===== config.mk =====
export PLATFORM = sky130hd
export DESIGN_NAME = ultrasonic_echo_ranger_flat
export DESIGN_NICKNAME = d
export VERILOG_FILES = /design/src/sv/ure_pkg.sv /design/src/sv/ure_cmd_if.sv /design/src/sv/ure_res_if.sv /design/src/sv/ultrasonic_echo_ranger.sv /design/src/flat_wrapper.sv
export SDC_FILE = /design/constraint.sdc
export NUM_CORES = 1
export LEC_CHECK = 0
export ABC_CLOCK_PERIOD_IN_PS = 13600
export BUFFER_PORTS_ARGS = -buffer_cell sky130_fd_sc_hd__buf_4
export CORE_AREA = 2 2 216 155
export CTS_BUF_LIST = sky130_fd_sc_hd__clkbuf_8 sky130_fd_sc_hd__clkbuf_16
export CTS_CLUSTER_DIAMETER = 50
export CTS_CLUSTER_SIZE = 28
export DETAILED_ROUTE_END_ITERATION = 8
export DIE_AREA = 0 0 218 157
export GPL_TIMING_DRIVEN = 0
export PLACE_DENSITY = 0.79
export SLEW_MARGIN = 20
export SYNTH_ARGS = -nofsm -noshare
export SYNTH_HDL_FRONTEND = slang
export SYNTH_SLANG_ARGS = --single-unit

===== constraint.sdc =====
create_clock -name i_clk -period 13.6 [get_ports i_clk]
set_clock_uncertainty 0.05 [all_clocks]
set_input_delay 3.4 -clock i_clk [delete_from_list [all_inputs] [get_ports i_clk]]
set_output_delay 3.4 -clock i_clk [all_outputs]
set_load 0.1 [all_outputs]

===== src/sv/ure_pkg.sv =====
// shared types and constants of the ultrasonic echo ranger
package ure_pkg;

    localparam int CMD_W      = 2;
    localparam int CH_W       = 2;
    localparam int KIND_W     = 2;
    localparam int DIST_W     = 17;
    localparam int MASK_W     = 4;
    localparam int TOUT_W     = 16;
    localparam int SPEED_W    = 6;
    localparam int CFG_W      = 16;
    localparam int CFG_IDX_W  = 2;
    localparam int DIST_SHIFT = 5;

    localparam logic [TOUT_W-1:0]    TIMEOUT_RST = 16'd60000;
    localparam logic [SPEED_W-1:0]   SPEED_RST   = 6'd11;
    localparam logic [DIST_W-1:0]    DIST_MAX    = '1;

    localparam logic [CFG_IDX_W-1:0] REG_TIMEOUT = 2'd0;
    localparam logic [CFG_IDX_W-1:0] REG_SPEED   = 2'd1;

    typedef enum logic [CMD_W-1:0] {
        CMD_TICK       = 2'd0,
        CMD_ARM        = 2'd1,
        CMD_ECHO_BEGIN = 2'd2,
        CMD_ECHO_END   = 2'd3
    } t_cmd;

    typedef enum logic [2:0] {
        MODE_IDLE       = 3'b001,
        MODE_WAIT_BEGIN = 3'b010,
        MODE_WAIT_END   = 3'b100
    } t_mode;

    typedef enum logic [KIND_W-1:0] {
        KIND_NONE    = 2'd0,
        KIND_MEAS    = 2'd1,
        KIND_TIMEOUT = 2'd2
    } t_kind;

    typedef struct packed {
        t_kind             kind;
        logic [CH_W-1:0]   result_channel;
        logic [DIST_W-1:0] distance_mm;
        logic [MASK_W-1:0] timeout_mask;
    } t_result;

endpackage


===== src/sv/ure_cmd_if.sv =====
// command channel: tick, arm and echo event words
interface ure_cmd_if;
    import ure_pkg::*;

    logic             valid;
    logic             ready;
    logic [CMD_W-1:0] command;
    logic [CH_W-1:0]  channel;

    modport source (output valid, output command, output channel, input ready);
    modport sink   (input valid, input command, input channel, output ready);
endinterface


===== src/sv/ure_res_if.sv =====
// result channel: measurement and timeout words
interface ure_res_if;
    import ure_pkg::*;

    logic              valid;
    logic              ready;
    logic [KIND_W-1:0] kind;
    logic [CH_W-1:0]   result_channel;
    logic [DIST_W-1:0] distance_mm;
    logic [MASK_W-1:0] timeout_mask;

    modport source (output valid, output kind, output result_channel,
                    output distance_mm, output timeout_mask, input ready);
    modport sink   (input valid, input kind, input result_channel,
                    input distance_mm, input timeout_mask, output ready);
endinterface


===== src/sv/ultrasonic_echo_ranger.sv =====
// multi-channel ultrasonic echo ranger top level
//
// i_cmd takes one command word per handshake: a microsecond tick, an arm of
// a channel, or an echo begin / echo end event on a channel. every accepted
// word gives exactly one word on o_res: kind none, a measurement with the
// distance in millimetres, or a mask of channels re-armed after a timeout.
// i_cfg_we with i_cfg_idx writes the timeout (index 0) or the speed factor
// (index 1); write only while no word is in flight.
// the result word is registered in the output register, or in the skid
// register while the receiver stalls. throughput: one word per cycle while
// the output stage has room; the channel state update, the age compare of
// all channels and the width by speed multiply all finish in the accept cycle.
// a two-entry output stage (output register plus skid register) lets one more
// word in while the receiver stalls; i_cmd.ready drops only once both hold
// words and rises again as soon as the receiver takes one.
// reset (synchronous, active low) clears the time counter, puts every channel
// in idle, restores the register defaults and empties the output stage.
module ultrasonic_echo_ranger #(
    parameter int CHANNELS  = 4,
    parameter int TIME_BITS = 16
) (
    input  logic                          i_clk,
    input  logic                          i_rst_n,
    input  logic                          i_cfg_we,
    input  logic [ure_pkg::CFG_IDX_W-1:0] i_cfg_idx,
    input  logic [ure_pkg::CFG_W-1:0]     i_cfg_data,
    ure_cmd_if.sink                       i_cmd,
    ure_res_if.source                     o_res
);
    import ure_pkg::*;

    localparam int CMP_W  = (TIME_BITS > TOUT_W) ? TIME_BITS : TOUT_W;
    localparam int PROD_W = TIME_BITS + SPEED_W;
    localparam int SAT_W  = (PROD_W > DIST_W) ? PROD_W : DIST_W;
    localparam int MW     = (CHANNELS > MASK_W) ? CHANNELS : MASK_W;

    logic [TOUT_W-1:0]    r_timeout;
    logic [SPEED_W-1:0]   r_speed;
    logic [TIME_BITS-1:0] r_time,  n_time;
    t_mode                r_mode   [CHANNELS];
    t_mode                n_mode   [CHANNELS];
    logic [TIME_BITS-1:0] r_trig   [CHANNELS];
    logic [TIME_BITS-1:0] n_trig   [CHANNELS];
    logic [TIME_BITS-1:0] r_echo   [CHANNELS];
    logic [TIME_BITS-1:0] n_echo   [CHANNELS];

    t_result              r_out, r_skid, n_res;
    logic                 r_out_v, r_skid_v;

    logic                 w_in_fire, w_out_fire;
    logic [TIME_BITS-1:0] w_tick;
    logic [TIME_BITS-1:0] w_age    [CHANNELS];
    logic [CHANNELS-1:0]  w_hit;
    logic [TIME_BITS-1:0] w_sel_start;
    logic [TIME_BITS-1:0] w_width;
    logic [PROD_W-1:0]    w_prod;
    logic [SAT_W-1:0]     w_scaled;
    logic [DIST_W-1:0]    w_dist;
    logic [MW-1:0]        w_tmask;

    assign w_in_fire  = i_cmd.valid & i_cmd.ready;
    assign w_out_fire = r_out_v & o_res.ready;
    assign w_tick     = r_time + TIME_BITS'(1);

    // addressed channel and age of every channel against the advanced time
    always_comb begin
        w_sel_start = '0;
        for (int c = 0; c < CHANNELS; c++) begin
            w_hit[c] = (c < (1 << CH_W)) && (i_cmd.channel == CH_W'(c));
            w_age[c] = w_tick - r_trig[c];
            if (w_hit[c]) begin
                w_sel_start = r_echo[c];
            end
        end
    end

    assign w_width  = r_time - w_sel_start;
    assign w_prod   = PROD_W'(w_width) * PROD_W'(r_speed);
    assign w_scaled = SAT_W'(w_prod >> DIST_SHIFT);
    assign w_dist   = (w_scaled > SAT_W'(DIST_MAX)) ? DIST_MAX : w_scaled[DIST_W-1:0];

    always_comb begin
        n_time  = r_time;
        n_mode  = r_mode;
        n_trig  = r_trig;
        n_echo  = r_echo;
        w_tmask = '0;
        n_res   = '{kind: KIND_NONE, result_channel: '0, distance_mm: '0, timeout_mask: '0};
        case (i_cmd.command)
            CMD_TICK: begin
                n_time = w_tick;
                for (int c = 0; c < CHANNELS; c++) begin
                    if (r_mode[c] == MODE_WAIT_END &&
                        CMP_W'(w_age[c]) > CMP_W'(r_timeout)) begin
                        n_trig[c]  = w_tick;
                        n_mode[c]  = MODE_WAIT_BEGIN;
                        w_tmask[c] = 1'b1;
                    end
                end
                n_res.timeout_mask = w_tmask[MASK_W-1:0];
                if (|w_tmask[MASK_W-1:0]) begin
                    n_res.kind = KIND_TIMEOUT;
                end
            end
            CMD_ARM: begin
                for (int c = 0; c < CHANNELS; c++) begin
                    if (w_hit[c]) begin
                        n_trig[c] = r_time;
                        n_mode[c] = MODE_WAIT_BEGIN;
                    end
                end
            end
            CMD_ECHO_BEGIN: begin
                for (int c = 0; c < CHANNELS; c++) begin
                    if (w_hit[c] && r_mode[c] == MODE_WAIT_BEGIN) begin
                        n_echo[c] = r_time;
                        n_mode[c] = MODE_WAIT_END;
                    end
                end
            end
            CMD_ECHO_END: begin
                for (int c = 0; c < CHANNELS; c++) begin
                    if (w_hit[c] && r_mode[c] == MODE_WAIT_END) begin
                        n_mode[c]            = MODE_IDLE;
                        n_res.kind           = KIND_MEAS;
                        n_res.result_channel = i_cmd.channel;
                        n_res.distance_mm    = w_dist;
                    end
                end
            end
            default: ;
        endcase
    end

    // configuration registers
    always_ff @(posedge i_clk) begin
        if (!i_rst_n) begin
            r_timeout <= TIMEOUT_RST;
            r_speed   <= SPEED_RST;
        end else if (i_cfg_we) begin
            case (i_cfg_idx)
                REG_TIMEOUT: r_timeout <= i_cfg_data[TOUT_W-1:0];
                REG_SPEED:   r_speed   <= i_cfg_data[SPEED_W-1:0];
                default: ;
            endcase
        end
    end

    // channel state
    always_ff @(posedge i_clk) begin
        if (!i_rst_n) begin
            r_time <= '0;
            for (int c = 0; c < CHANNELS; c++) begin
                r_mode[c] <= MODE_IDLE;
                r_trig[c] <= '0;
                r_echo[c] <= '0;
            end
        end else if (w_in_fire) begin
            r_time <= n_time;
            r_mode <= n_mode;
            r_trig <= n_trig;
            r_echo <= n_echo;
        end
    end

    // output register with skid stage
    always_ff @(posedge i_clk) begin
        if (!i_rst_n) begin
            r_out_v  <= 1'b0;
            r_skid_v <= 1'b0;
        end else if (!r_out_v || w_out_fire) begin
            if (r_skid_v) begin
                r_out_v  <= 1'b1;
                r_skid_v <= 1'b0;
            end else begin
                r_out_v  <= w_in_fire;
            end
        end else if (w_in_fire) begin
            r_skid_v <= 1'b1;
        end
    end

    always_ff @(posedge i_clk) begin
        if (!r_out_v || w_out_fire) begin
            r_out <= r_skid_v ? r_skid : n_res;
        end else if (w_in_fire) begin
            r_skid <= n_res;
        end
    end

    assign i_cmd.ready          = ~r_skid_v;
    assign o_res.valid          = r_out_v;
    assign o_res.kind           = r_out.kind;
    assign o_res.result_channel = r_out.result_channel;
    assign o_res.distance_mm    = r_out.distance_mm;
    assign o_res.timeout_mask   = r_out.timeout_mask;

endmodule


===== src/flat_wrapper.sv =====
// flat-port wrapper written by rule: the top's interface ports become plain ports
module ultrasonic_echo_ranger_flat import ure_pkg::*;
#(
    parameter int CHANNELS  = 4,
    parameter int TIME_BITS = 16
)
  (i_clk, i_rst_n, i_cfg_we, i_cfg_idx, i_cfg_data, i_cmd_valid, i_cmd_command, i_cmd_channel, i_cmd_ready, o_res_valid, o_res_kind, o_res_result_channel, o_res_distance_mm, o_res_timeout_mask, o_res_ready);
  ure_cmd_if i_cmd_i ();
  ure_res_if o_res_i ();
  input  logic i_clk;
  input  logic i_rst_n;
  input  logic i_cfg_we;
  input  logic [ure_pkg::CFG_IDX_W-1:0] i_cfg_idx;
  input  logic [ure_pkg::CFG_W-1:0] i_cfg_data;
  input wire logic [$bits(i_cmd_i.valid)-1:0] i_cmd_valid;
  input wire logic [$bits(i_cmd_i.command)-1:0] i_cmd_command;
  input wire logic [$bits(i_cmd_i.channel)-1:0] i_cmd_channel;
  output wire logic [$bits(i_cmd_i.ready)-1:0] i_cmd_ready;
  output wire logic [$bits(o_res_i.valid)-1:0] o_res_valid;
  output wire logic [$bits(o_res_i.kind)-1:0] o_res_kind;
  output wire logic [$bits(o_res_i.result_channel)-1:0] o_res_result_channel;
  output wire logic [$bits(o_res_i.distance_mm)-1:0] o_res_distance_mm;
  output wire logic [$bits(o_res_i.timeout_mask)-1:0] o_res_timeout_mask;
  input wire logic [$bits(o_res_i.ready)-1:0] o_res_ready;
  assign i_cmd_i.valid = i_cmd_valid;
  assign i_cmd_i.command = i_cmd_command;
  assign i_cmd_i.channel = i_cmd_channel;
  assign i_cmd_ready = i_cmd_i.ready;
  assign o_res_valid = o_res_i.valid;
  assign o_res_kind = o_res_i.kind;
  assign o_res_result_channel = o_res_i.result_channel;
  assign o_res_distance_mm = o_res_i.distance_mm;
  assign o_res_timeout_mask = o_res_i.timeout_mask;
  assign o_res_i.ready = o_res_ready;
  ultrasonic_echo_ranger #(.CHANNELS(CHANNELS), .TIME_BITS(TIME_BITS)) u_core (.i_clk(i_clk), .i_rst_n(i_rst_n), .i_cfg_we(i_cfg_we), .i_cfg_idx(i_cfg_idx), .i_cfg_data(i_cfg_data), .i_cmd(i_cmd_i), .o_res(o_res_i));
endmodule

==> reports/results.md <==
## Status
- **result of the run** finished, final reports clean

## Clock network
- **CTS root buffer** sky130_fd_sc_hd__clkbuf_16
- **buffer count from post-CTS setup fixing** 0
- **number of resized instances in the post-cts repair step** 0
- **H-tree lvl count** 1
- **clock tree from TritonCTS** done
- **clk sinks** 230
- **clock tree buffer depth** 3
- **clock slew at the register clock pins of the worst setup and hold paths** 0.08 ns
- **CTS hold repair buffers** 0
- **number of clock buffers inserted by TritonCTS** 22
- **clock latency at the later pin of the worst-skew pair** 0.55 ns

## Setup path
- **class of the most critical setup path** in2reg
- **slowest cell on the critical path** sky130_fd_sc_hd__clkbuf_1
- **depth of the critical timing path with buffers and inverters included** 29
- **CP top delay family** compound AO/OA/AOI/OAI gates
- **WP buf/inv** 5
- **worst path arrival time** 12.07 ns
- **sort of element at the end of the critical path** register
- **start point of the critical path** i_cmd_channel[0]
- **element type at the critical path start** input port
- **Worst EP required** 13.82 ns
- **worst reg2reg setup slack** 5.76 ns
- **R2R cell count** 23
- **CP dominant cell by count** sky130_fd_sc_hd__fa_1
- **worst stage delay on the critical path** 0.77 ns
- **Critical R2R Launch** u_core.r_time[0]
- **Max Fanout on Critical Path** 10

## Floorplanning
- **I/O pin count** 54
- **overall die area** 34200 um^2
- **height of the die** 157 um
- **area of the placeable core** 31900 um^2
- **die span in x** 218 um
- **initial standard-cell utilization of the core** 54.7%
- **Rows** 55

## Cells and area
- **share of the core filled with cells** 60.0%
- **number of filler cells placed in the layout** 2750
- **area occupied by multi-input gates** 11200 um^2
- **number of antenna repair diodes** 0
- **FF+latch area** 5100 um^2
- **fraction of layout instances using a drive strength above 1** 8.55%
- **final-stage net count** 2371
- **area growth from synthesis to layout** 9.72%

## Drt
- **via count** 15200
- **remaining antenna violation count after routing** 0
- **average wire per standard cell** 19.1 um
- **Post-Route WL** 48900 um
- **first-iteration detailed-routing DRC count** 1410
- **DRC viols** 0
- **Avg Vias per Cell** 5.96
- **TritonRoute pass-1 iters** 6

## Synth
- **asr flop ratio synth** 0%
- **fraction of synthesized cell area in xor and xnor cells** 4.86%
- **count of synthesis-stage warnings from yosys** 0
- **ranking of synthesized cells by area** sky130_fd_sc_hd__dfxtp_1, sky130_fd_sc_hd__ha_1, sky130_fd_sc_hd__edfxtp_1, sky130_fd_sc_hd__fa_1, sky130_fd_sc_hd__nand2_1
- **post-synth top area cell** sky130_fd_sc_hd__dfxtp_1
- **post-synthesis simple-gate area fraction** 19.5%
- **adder and majority cell fraction of the synthesized area** 19.2%
- **Post-Syn Area per Cell** 8.58 um^2
- **flop and latch count out of synthesis** 230
- **EDFF count, synth** 50
- **fraction of synthesized cell area taken by the top area cell type** 20.6%
- **combinational family with the most area after synthesis** simple AND/OR/NAND/NOR gates
- **flip-flop cell with the highest count after synthesis** sky130_fd_sc_hd__dfxtp_1
- **share of cell area taken by muxes after synthesis** 7.19%
- **total nets after synthesis** 2294
- **Post-Synthesis Cells** 2035
- **compound-gate portion of the synthesized area** 13.3%
- **cell area after synthesis** 17500 um^2
- **count of distinct cell types in the synthesized netlist** 74
- **sequential share of the synthesized area** 29.2%

## Worst hold path
- **hold crit path type** reg2reg
- **worst hold path depth** 2
- **Hold Path Origin** u_core.r_echo[1]

## Timing
- **setup total negative slack** 0 ns
- **Final min period** 11.85 ns
- **count of final setup violators** 0
- **worst max-slew margin expressed relative to the limit** 30.4%
- **final count of pins violating max slew** 0
- **Final Hold Viols** 0
- **unrepaired setup endpoints after global routing** no
- **period utilisation layout** 87.1%
- **timing-limited maximum frequency** 84.4 MHz
- **measured slew at the worst slew-check pin** 1.03 ns

## Flow run
- **count of max-cap constraint violations** 0

## Power
- **cell-internal power** 1.12 mW
- **Cell Pwr Density** 83.7 nW/um^2
- **Logic pwr share** 15.5%
- **proportion of power drawn by the clock network** 40.0%
- **fraction of power spent switching nets** 30.1%
- **net switching power figure** 0.482 mW
- **relative contribution of sequential cells to total power** 44.5%
- **Leakage Power** 8.19 nW
- **peak supply drop** 98.0 uV

## Placed design
- **final RePlAce weighted congestion** 0.946
- **Port Buffer Count** 52
- **HPWL after detailed placement** 38900 um

## GRT
- **global routing usage on met2** 39.3%
- **global router's overall resource usage** 28.3%
- **largest net degree at the start of global routing** 29
- **wire length of the first global-routing pass** 76000 um
- **number of global-route vias before repair** 14000
- **met3 track demand over resource** 8.17%
- **sum of overflow across all layers after global routing** 0
- **GR peak layer** met1
- **number of antenna violations at the first check in global routing** 0
- **global-route met1 utilization** 42.9%

[power by group through the flow]
stage	clock network, mW	logic, mW	registers (mW)
final	0.642	0.248	0.715
after global routing	0.672	0.266	0.715
after CTS	0.643	0.240	0.714
after detailed placement	0	0.238	0.730
after global placement	0	0.229	0.730
after floorplan	0	0.138	0.758
[final timing paths]
kind                                  end
max          u_core.o_res.distance_mm[16]
max reg2reg             u_core.r_trig[37]
min reg2reg              u_core.r_echo[1]
min                      u_core.r_echo[1]
[state kept, by name, indices dropped and copies added, names as in the netlist, 4 cells and up]
name and cells:
u_core.r_trig 64, u_core.r_mode 12, u_core.r_time 16, u_core.o_res.timeout_mask 4
u_core.o_res.distance_mm 17, u_core.r_echo 64, u_core.r_speed 6, u_core.r_timeout 16
u_core.r_skid 25
[synthesized netlist by cell type (all sizes together), types with 17 or more instances]
cell type	number
ha	171
a21o	29
mux2i	77
o31ai	27
buf	22
nor3b	17
inv	207
clkbuf	67
a21boi	18
xnor2	56
xor2	38
a21oi	117
dfxtp	180
o21ai	81
nor2b	28
nand2	268
nand3	45
nor2	158
nand2b	22
o21a	18
nor3	34
fa	61
edfxtp	50
and2	56
or3	22
[per-stage QoR]
step / cells / setup slack, ns / power, mW / hold WS [ns] / area, um^2
4_1_cts: 2555 / 1.75 / 1.60 / 0.407 / 19200
2_1_floorplan: 2035 / 2.69 / 0.896 / 0.383 / 17500
5_1_grt: 2555 / 1.07 / 1.65 / 0.429 / 19200
3_3_place_gp: 2514 / 1.39 / 0.959 / 0.390 / 18400
6_report: 2555 / 1.75 / 1.60 / 0.406 / 19200
3_5_place_dp: 2515 / 1.23 / 0.968 / 0.398 / 18400
[final cells by class]
class                   instances  area share, %
multi-input cells            1509           58.5
clock buffers                  22           2.87
plain buffers                  89           2.00
flip-flops and latches        230           26.6
inverters                     207           4.05
repair buffers                 53           2.10
well taps                     427           2.79
clock inverters                18           1.02
[cells in the final DEF, fill, tap and decap left out, types with 14 or more instances in the layout]
cell type                   count
sky130_fd_sc_hd__a21boi_0      18
sky130_fd_sc_hd__a21o_1        29
sky130_fd_sc_hd__a21oi_1      117
sky130_fd_sc_hd__and2_1        56
sky130_fd_sc_hd__buf_4         55
sky130_fd_sc_hd__clkbuf_1      66
sky130_fd_sc_hd__clkbuf_16     22
sky130_fd_sc_hd__dfxtp_1      180
sky130_fd_sc_hd__edfxtp_1      50
sky130_fd_sc_hd__fa_1          61
sky130_fd_sc_hd__ha_1         171
sky130_fd_sc_hd__inv_1        206
sky130_fd_sc_hd__mux2i_1       77
sky130_fd_sc_hd__mux4_2        16
sky130_fd_sc_hd__nand2_1      268
sky130_fd_sc_hd__nand2b_1      21
sky130_fd_sc_hd__nand3_1       43
sky130_fd_sc_hd__nand4_1       16
sky130_fd_sc_hd__nor2_1       156
sky130_fd_sc_hd__nor2b_1       28
sky130_fd_sc_hd__nor3_1        33
sky130_fd_sc_hd__nor3b_1       17
sky130_fd_sc_hd__o211ai_1      14
sky130_fd_sc_hd__o21a_1        18
sky130_fd_sc_hd__o21ai_0       80
sky130_fd_sc_hd__o31ai_1       27
sky130_fd_sc_hd__or3_1         19
sky130_fd_sc_hd__xnor2_1       56
sky130_fd_sc_hd__xor2_1        36
[kinds of logic after synthesis]
group | after synthesis
buf+inv | 296
compound gates | 366
simple gates | 713
flops | 230
mux | 104
xor+xnor | 94
fa+ha+maj | 232
[worst reg2reg max path, stage by stage, from the launching register on]
cell and delay [ns]:
sky130_fd_sc_hd__dfxtp_1 0.55, sky130_fd_sc_hd__ha_1 0.30, sky130_fd_sc_hd__nand3_1 0.24, sky130_fd_sc_hd__or3_1 0.45, sky130_fd_sc_hd__clkbuf_1 0.17, sky130_fd_sc_hd__nor2_1 0.26
sky130_fd_sc_hd__nand3_1 0.22, sky130_fd_sc_hd__or2_2 0.41, sky130_fd_sc_hd__xnor2_1 0.39, sky130_fd_sc_hd__ha_1 0.37, sky130_fd_sc_hd__nand2_1 0.11, sky130_fd_sc_hd__nor3_1 0.05
sky130_fd_sc_hd__a2111oi_0 0.39, sky130_fd_sc_hd__nand3_1 0.25, sky130_fd_sc_hd__ha_1 0.36, sky130_fd_sc_hd__nand4_1 0.11, sky130_fd_sc_hd__nor3_1 0.49, sky130_fd_sc_hd__o21ai_0 0.36
sky130_fd_sc_hd__o311ai_0 0.19, sky130_fd_sc_hd__a31oi_1 0.20, sky130_fd_sc_hd__o21ai_0 0.46, sky130_fd_sc_hd__nand3_1 0.67, sky130_fd_sc_hd__buf_2 0.48, sky130_fd_sc_hd__mux2i_1 0.17
[layer usage]
| metal | wire length, um | up-vias |
|---|---|---|
| met5 | 0 | - |
| met4 | 876 | 0 |
| met3 | 6010 | 66 |
| met2 | 19300 | 710 |
| met1 | 22800 | 7353 |
| li1 | - | 7102 |
Power figures use the tool's default switching activity.
